<file path="src/hw/rtl/sprq_pkg.sv">
`timescale 1ns / 1ps
// ----------------------------------------------------------------------------
// sprq_pkg
// Shared types, sizes and codes for the stable priority release queue.
// ----------------------------------------------------------------------------
package sprq_pkg;

    localparam int DEPTH   = 64;
    localparam int ADDR_W  = (DEPTH > 1) ? $clog2(DEPTH) : 1;
    localparam int CNT_W   = $clog2(DEPTH + 1);
    localparam int VALUE_W = 31;
    localparam int ID_W    = 16;
    localparam int COUNT_W = 7;
    localparam int ACT_W   = 2;
    localparam int ENTRY_W = VALUE_W + ID_W;

    localparam int S_TDATA_W = 56;  // value, id, count, padded to bytes
    localparam int M_TDATA_W = 48;  // entry_id, entry_value, padded to bytes

    typedef enum logic [ACT_W-1:0] {
        ACT_PUSH    = 2'd0,
        ACT_RELEASE = 2'd1,
        ACT_DRAIN   = 2'd2,
        ACT_NONE    = 2'd3
    } action_t;

    typedef enum logic [1:0] {
        ST_IDLE,
        ST_INSERT,
        ST_INS_HEAD,
        ST_RELEASE
    } state_t;

    typedef struct packed {
        logic [ID_W-1:0]    id;
        logic [VALUE_W-1:0] value;
    } entry_t;

    // a leaves before b: larger value, then smaller id
    function automatic logic goes_first(input entry_t a, input entry_t b);
        logic r;
        if (a.value != b.value) begin
            r = (a.value > b.value);
        end else begin
            r = (a.id < b.id);
        end
        return r;
    endfunction

endpackage

</file>
<file path="src/hw/rtl/stable_priority_release_queue_unit.sv">
`timescale 1ns / 1ps
// Push: an empty queue takes the entry straight into the store; otherwise the
//   insertion walks the sorted store downward one entry per cycle (one RAM read
//   and one RAM write each cycle).
// Release/drain: the first result passes through ST_RELEASE and the output register,
//   then one result per cycle from the top of the store while the output is taken.
// Reset clears the fill count and control state; store contents are undefined.
// ----------------------------------------------------------------------------
// stable_priority_release_queue_unit
// Bounded priority queue kept sorted in RAM, best entry at the highest index.
// ----------------------------------------------------------------------------
module stable_priority_release_queue_unit
    import sprq_pkg::*;
(
    input  logic                 aclk,
    input  logic                 aresetn,
    input  logic                 s_tvalid,
    output logic                 s_tready,
    input  logic [S_TDATA_W-1:0] s_tdata,   // [30:0] value, [46:31] id, [53:47] count
    input  logic [ACT_W-1:0]     s_tuser,   // [1:0] action
    output logic                 m_tvalid,
    input  logic                 m_tready,
    output logic [M_TDATA_W-1:0] m_tdata,   // [15:0] entry_id, [46:16] entry_value
    output logic                 m_tlast
);

    state_t             state_reg, state_next;
    logic [CNT_W-1:0]   fill_reg, fill_next;
    logic [CNT_W-1:0]   rem_reg, rem_next;
    logic [ADDR_W-1:0]  idx_reg, idx_next;
    entry_t             new_reg, new_next;
    logic               out_valid_reg, out_valid_next;
    entry_t             out_entry_reg, out_entry_next;
    logic               out_last_reg, out_last_next;

    logic               wr_en;
    logic [ADDR_W-1:0]  wr_addr;
    entry_t             wr_data;
    logic [ADDR_W-1:0]  rd_addr;
    entry_t             rd_data;

    entry_t             in_entry;
    logic [COUNT_W-1:0] in_count;
    logic [COUNT_W-1:0] fill_ext;
    logic [COUNT_W-1:0] rel_n;
    logic [CNT_W-1:0]   fill_dec;
    logic [ADDR_W-1:0]  idx_dec;
    logic [ADDR_W-1:0]  idx_inc;
    logic               accept;
    logic               out_free;

    sprq_ram #(
        .WIDTH  (ENTRY_W),
        .DEPTH  (DEPTH),
        .ADDR_W (ADDR_W)
    ) u_store (
        .aclk    (aclk),
        .wr_en   (wr_en),
        .wr_addr (wr_addr),
        .wr_data (wr_data),
        .rd_addr (rd_addr),
        .rd_data (rd_data)
    );

    assign in_entry.value = s_tdata[VALUE_W-1:0];
    assign in_entry.id    = s_tdata[VALUE_W+ID_W-1:VALUE_W];
    assign in_count       = s_tdata[VALUE_W+ID_W+COUNT_W-1:VALUE_W+ID_W];
    assign fill_ext       = COUNT_W'(fill_reg);
    assign rel_n          = (in_count < fill_ext) ? in_count : fill_ext;

    assign s_tready = (state_reg == ST_IDLE);
    assign accept   = s_tvalid && s_tready;
    assign out_free = !out_valid_reg || m_tready;
    assign idx_dec  = idx_reg - ADDR_W'(1);
    assign idx_inc  = idx_reg + ADDR_W'(1);

    always_ff @(posedge aclk) begin
        if (!aresetn) begin
            state_reg     <= ST_IDLE;
            fill_reg      <= '0;
            rem_reg       <= '0;
            out_valid_reg <= 1'b0;
        end else begin
            state_reg     <= state_next;
            fill_reg      <= fill_next;
            rem_reg       <= rem_next;
            out_valid_reg <= out_valid_next;
        end
    end

    always_ff @(posedge aclk) begin
        idx_reg       <= idx_next;
        new_reg       <= new_next;
        out_entry_reg <= out_entry_next;
        out_last_reg  <= out_last_next;
    end

    always_comb begin
        state_next     = state_reg;
        fill_next      = fill_reg;
        rem_next       = rem_reg;
        idx_next       = idx_reg;
        new_next       = new_reg;
        out_valid_next = out_valid_reg && !m_tready;
        out_entry_next = out_entry_reg;
        out_last_next  = out_last_reg;
        wr_en          = 1'b0;
        wr_addr        = idx_inc;
        wr_data        = new_reg;
        fill_dec       = '0;
        rd_addr        = '0;

        unique case (state_reg)
            ST_IDLE: begin
                if (accept) begin
                    unique case (action_t'(s_tuser))
                        ACT_PUSH: begin
                            if (fill_reg == CNT_W'(DEPTH)) begin
                                // full: drop
                            end else if (fill_reg == '0) begin
                                wr_en     = 1'b1;
                                wr_addr   = '0;
                                wr_data   = in_entry;
                                fill_next = CNT_W'(1);
                            end else begin
                                new_next   = in_entry;
                                idx_next   = ADDR_W'(fill_reg - CNT_W'(1));
                                state_next = ST_INSERT;
                            end
                        end
                        ACT_RELEASE: begin
                            if (rel_n != '0) begin
                                rem_next   = CNT_W'(rel_n);
                                state_next = ST_RELEASE;
                            end
                        end
                        ACT_DRAIN: begin
                            if (fill_reg != '0) begin
                                rem_next   = fill_reg;
                                state_next = ST_RELEASE;
                            end
                        end
                        ACT_NONE: begin
                        end
                        default: begin
                        end
                    endcase
                end
                // read the top entry (or insertion start) ahead of need
                fill_dec = fill_next - CNT_W'(1);
                rd_addr  = fill_dec[ADDR_W-1:0];
            end

            ST_INSERT: begin
                // rd_data holds the entry at idx_reg
                rd_addr = idx_dec;
                wr_en   = 1'b1;
                wr_addr = idx_inc;
                if (goes_first(rd_data, new_reg)) begin
                    wr_data = rd_data;
                    if (idx_reg == '0) begin
                        state_next = ST_INS_HEAD;
                    end else begin
                        idx_next = idx_dec;
                    end
                end else begin
                    wr_data    = new_reg;
                    fill_next  = fill_reg + CNT_W'(1);
                    state_next = ST_IDLE;
                end
            end

            ST_INS_HEAD: begin
                wr_en      = 1'b1;
                wr_addr    = '0;
                wr_data    = new_reg;
                fill_next  = fill_reg + CNT_W'(1);
                state_next = ST_IDLE;
            end

            ST_RELEASE: begin
                // rd_data holds the entry at fill_reg - 1, the current best
                if (out_free) begin
                    out_valid_next = 1'b1;
                    out_entry_next = rd_data;
                    out_last_next  = (rem_reg == CNT_W'(1));
                    fill_next      = fill_reg - CNT_W'(1);
                    rem_next       = rem_reg - CNT_W'(1);
                    if (rem_reg == CNT_W'(1)) begin
                        state_next = ST_IDLE;
                    end
                end
                fill_dec = fill_next - CNT_W'(1);
                rd_addr  = fill_dec[ADDR_W-1:0];
            end

            default: begin
                state_next = ST_IDLE;
            end
        endcase
    end

    assign m_tvalid = out_valid_reg;
    assign m_tdata  = {{(M_TDATA_W - ENTRY_W){1'b0}}, out_entry_reg.value, out_entry_reg.id};
    assign m_tlast  = out_last_reg;

endmodule

</file>
<file path="src/hw/rtl/sprq_ram.sv">
`timescale 1ns / 1ps
// ----------------------------------------------------------------------------
// sprq_ram
// Simple dual-port RAM: one write port, one read port, registered read data.
// ----------------------------------------------------------------------------
module sprq_ram #(
    parameter int WIDTH  = 47,
    parameter int DEPTH  = 64,
    parameter int ADDR_W = 6
) (
    input  logic              aclk,
    input  logic              wr_en,
    input  logic [ADDR_W-1:0] wr_addr,
    input  logic [WIDTH-1:0]  wr_data,
    input  logic [ADDR_W-1:0] rd_addr,
    output logic [WIDTH-1:0]  rd_data
);

    logic [WIDTH-1:0] mem [DEPTH];

    always_ff @(posedge aclk) begin
        if (wr_en) begin
            mem[wr_addr] <= wr_data;
        end
    end

    always_ff @(posedge aclk) begin
        rd_data <= mem[rd_addr];
    end

endmodule
</file>
<file path="config.mk">
export PLATFORM = sky130hd
export DESIGN_NAME = stable_priority_release_queue_unit
export DESIGN_NICKNAME = d
export VERILOG_FILES = /design/src/hw/rtl/sprq_pkg.sv /design/src/hw/rtl/stable_priority_release_queue_unit.sv /design/src/hw/rtl/sprq_ram.sv
export SDC_FILE = /design/constraint.sdc
export NUM_CORES = 2
export LEC_CHECK = 0
export BUFFER_PORTS_ARGS = -buffer_cell sky130_fd_sc_hd__clkbuf_2
export CAP_MARGIN = 15
export CORE_ASPECT_RATIO = 1.5
export CORE_UTILIZATION = 55
export CTS_CLUSTER_DIAMETER = 60
export DETAILED_ROUTE_END_ITERATION = 6
export GPL_ROUTABILITY_DRIVEN = 0
export PLACE_DENSITY = 0.71
export SETUP_SLACK_MARGIN = 0.5
export SLEW_MARGIN = 20
export SYNTH_ARGS = -nofsm -noshare
export SYNTH_HDL_FRONTEND = slang
export SYNTH_SLANG_ARGS = --single-unit
export TNS_END_PERCENT = 20
</file>
<file path="constraint.sdc">
create_clock -name aclk -period 6.9 [get_ports aclk]
set_clock_uncertainty 0.1 [all_clocks]
set_input_delay 0.69 -clock aclk [delete_from_list [all_inputs] [get_ports aclk]]
set_output_delay 0.69 -clock aclk [all_outputs]
set_load 0.01 [all_outputs]
</file>
==> impl_metrics.yaml <==
run_status:
  run_status: "complete, but fails checks"
  failed_checks: "design-rule violations"
yosys:
  muxShareOfSynthArea_pct: 1.23
  synthesis.nets: 9484
  synth_most_common_cell: "sky130_fd_sc_hd__edfxtp_1"
  synth_sequential_area_ratio_pct: 74.2
  mean_cell_area_of_the_mapped_netlist_um2: 13.6
  yosys.area_share.xor_xnor_pct: 0.124
  ys_seq_elements: 3173
  dominantRegCellSynth: "sky130_fd_sc_hd__edfxtp_1"
  dominant_combinational_cell_family_by_area_after_synthesis: "simple AND/OR/NAND/NOR gates"
  synthTopCellsByArea: "sky130_fd_sc_hd__edfxtp_1, sky130_fd_sc_hd__nand2_1, sky130_fd_sc_hd__nor3_1"
  synth_top_area_share_pct: 73.2
  syn-cell-area_um2: 128000
  yosys.area_share.adder_pct: 0.667
  synth_compound_area_share_pct: 8.83
  yosysUniqueCellTypes: 85
  synth_common_cells: "sky130_fd_sc_hd__edfxtp_1, sky130_fd_sc_hd__nand2_1, sky130_fd_sc_hd__nor3_1, sky130_fd_sc_hd__o21ai_0, sky130_fd_sc_hd__clkbuf_1"
  synth_async_sr_flop_share_pct: 0
  yosys.area_share.simple_pct: 12.4
  ys_warn_count: 0
  synth_area_leader_cell: "sky130_fd_sc_hd__edfxtp_1"
  post_synth_inst_count: 9354
  number_of_enable_flip_flop_cells_after_synthesis: 3109
route:
  wl_per_cell_um: 30.1
  postRouteWirelength_um: 382000
  route.vias.total: 85591
  route.detailed.vias_per_inst: 6.75
  drt-initial-drc-count: 11814
  drc: 1
  antenna_left: 0
  detail_route.first_pass.iterations: 7
sta:
  rsz_0062_raised_after_global_routing: "no"
  final_hold_viol_count: 0
  relSlewSlack_pct: 17.8
  final-max-slew-violation-count: 0
  fin_crit_ps: 6240
  tns_ps: 0
  period_share_pct: 90.4
  hold_slack_ps: 54.7
  final_setup_violation_count: 0
  max_slew.worst_pin.slew_ps: 1230
  fmax_mhz: 160
worst_setup_path:
  crit_required_ps: 7550
  timing.critical_path.from_type: "flip-flop"
  critical_path_class: "reg2reg"
  critical_path_arrival_ps: 6890
  crit_fanout: 26
  critPathCaptureType: "flip-flop"
cts:
  tritoncts_num_sinks: 3173
  number_of_buffers_created_by_cts: 277
  clock_tree.root_cell: "sky130_fd_sc_hd__clkbuf_16"
  cts-root-to-sink-buffers: 4
  clk_latency_ps: 870
  clk_pin_slew_ps: 70
  count_of_h_tree_levels_built_during_cts: 5
  cts_tree: "yes"
floorplanning:
  floorplan.die.width_um: 395
  core.rowCount: 216
  pin_count: 113
  dieArea_um2: 234000
  die_y_um: 592
  floorplan.initialDensity_pct: 55.3
  coreArea_um2: 231000
pwr:
  p_switching_w: 0.0318
  clock_power_share_pct: 20.5
  seqPwrFrac_pct: 34.1
  cell_internal_pwr_w: 0.0422
  irDropWorstVdd_mv: 0.708
  static-leakage-power_nw: 46.4
  combinationalPowerShare_pct: 45.4
  power.density_nw_per_um2: 521
  sw_frac_of_total_pct: 43.0
global_routing:
  grt_pass1_wl_um: 546000
  grt_pass1_vias: 82181
  global_route.usage.total_pct: 31.9
  overflow: 0
  grt_start_max_net_pins: 191
  grt_antenna_before_repair: 22
run:
  max_cap_violations: 0
place:
  hpwl_um: 208000
  port-buffer-count: 109
final_layout:
  largest_register_ff_count: 3008
  final_layout_size_suffix_gt1_share_pct: 9.84
  largest_register: "u_store.mem"
  area_growth_pct: 11.5
  count_of_nets_after_finishing: 9526
worst_hold_path:
  min-delay-path-class: "in2reg"
==> logic make-up after synthesis <==
family,after synthesis
mux,153
buf+inv,780
compound gates,1694
simple gates,3467
flops,3173
fa+ha+maj,68
xor+xnor,18
other cells,1
==> final cells by class <==
class | instances | area, um^2
clock buffer | 372 | 7600
inverter | 69 | 259
sequential | 3173 | 94600
fill | 16501 | 88300
antenna | 19 | 47.5
tap | 3052 | 3820
multi-input combinational | 5401 | 30500
timing repair buffer | 474 | 4290
clock inverter | 119 | 1060
==> final timing paths <==
kind	from	endpoint	slack, ps	depth (start not counted)
min reg2reg	rem_reg[5]$_SDFFE_PN0P_	rem_reg[5]$_SDFFE_PN0P_	390	2
min	s_tdata[34]	new_reg[34]$_DFFE_PP_	50	1
max reg2reg	fill_ext[0]$_SDFFE_PN0N_	u_store.rd_data[20]$_DFF_P_	660	15
max	fill_ext[0]$_SDFFE_PN0N_	u_store.rd_data[20]$_DFF_P_	660	15
==> per-layer routing <==
layer | routed length, um | vias up | track usage (%)
met5 | 57 | - | 0
met4 | 23300 | 8 | 17.6
met3 | 44700 | 1240 | 6.54
met2 | 183000 | 5999 | 52.7
met1 | 131000 | 42521 | 39.5
li1 | - | 35823 | -
==> critical path: stages, from the launching register on <==
cell	delay, ps
sky130_fd_sc_hd__dfxtp_1	400
sky130_fd_sc_hd__inv_1	170
sky130_fd_sc_hd__ha_1	360
sky130_fd_sc_hd__or3b_1	550
sky130_fd_sc_hd__or4_4	670
sky130_fd_sc_hd__o221ai_1	120
sky130_fd_sc_hd__ha_1	300
sky130_fd_sc_hd__nand2_1	80
sky130_fd_sc_hd__or4_1	450
sky130_fd_sc_hd__and4_4	440
sky130_fd_sc_hd__nor2_4	610
sky130_fd_sc_hd__buf_4	540
sky130_fd_sc_hd__a32oi_1	190
sky130_fd_sc_hd__a31oi_1	300
sky130_fd_sc_hd__o21ai_0	440
sky130_fd_sc_hd__and4_1	300
==> repair_timing <==
action                                 4_1_cts  5_1_grt
setup endpoints to repair                    0        2
hold buffers                                46        0
endpoints found under the hold margin       46        0
setup buffers                                0        2
gates resized for setup                      0        1
==> power groups by stage <==
| stage | combinational, W | sequential, W | clock [W] |
|---|---|---|---|
| after detailed placement | 0.0327 | 0.0256 | 0 |
| after global placement | 0.0318 | 0.0255 | 0 |
| after global routing | 0.0355 | 0.0252 | 0.0159 |
| final | 0.0336 | 0.0252 | 0.0152 |
| after CTS | 0.0328 | 0.0252 | 0.0152 |
| after floorplan | 0.0201 | 0.0252 | 0 |
==> stage by stage <==
step | std cells | worst slack (ps) | power, W | util, % | cell area, um^2
after detailed placement | 12121 | 528 | 0.0582 | 57.7 | 133000
after global placement | 12119 | 681 | 0.0573 | 57.7 | 133000
after CTS | 12658 | 500 | 0.0732 | 61.7 | 142000
after global routing | 12662 | 621 | 0.0766 | 61.7 | 142000
after floorplan | 9354 | 1050 | 0.0453 | - | 128000
final | 12679 | 663 | 0.0740 | 61.7 | 142000
==> cell usage in the layout, fill, tap and decap left out, types with 42 or more instances in the layout <==
cell type,synthesis,layout
sky130_fd_sc_hd__edfxtp_1,3109,3109
sky130_fd_sc_hd__clkbuf_1,516,76
sky130_fd_sc_hd__nor2_1,455,382
sky130_fd_sc_hd__nor3_1,676,675
sky130_fd_sc_hd__o22ai_1,62,62
sky130_fd_sc_hd__a311oi_1,42,42
sky130_fd_sc_hd__o21ai_0,603,601
sky130_fd_sc_hd__o211ai_1,181,181
sky130_fd_sc_hd__and3_1,97,96
sky130_fd_sc_hd__buf_4,24,248
sky130_fd_sc_hd__nand3_1,492,492
sky130_fd_sc_hd__nor2_4,0,73
sky130_fd_sc_hd__ha_1,68,67
sky130_fd_sc_hd__clkinv_1,1,45
sky130_fd_sc_hd__dfxtp_1,64,64
sky130_fd_sc_hd__a31oi_1,180,179
sky130_fd_sc_hd__mux2i_1,150,150
sky130_fd_sc_hd__nand2_1,1376,1375
sky130_fd_sc_hd__a21oi_1,124,124
sky130_fd_sc_hd__o311ai_0,49,49
sky130_fd_sc_hd__inv_1,68,67
sky130_fd_sc_hd__clkbuf_16,0,288
sky130_fd_sc_hd__dlygate4sd3_1,0,46
sky130_fd_sc_hd__clkbuf_2,0,109
sky130_fd_sc_hd__buf_12,0,69
sky130_fd_sc_hd__or3_1,253,253
sky130_fd_sc_hd__a32oi_1,137,137
(Power assumes the default switching activity.)
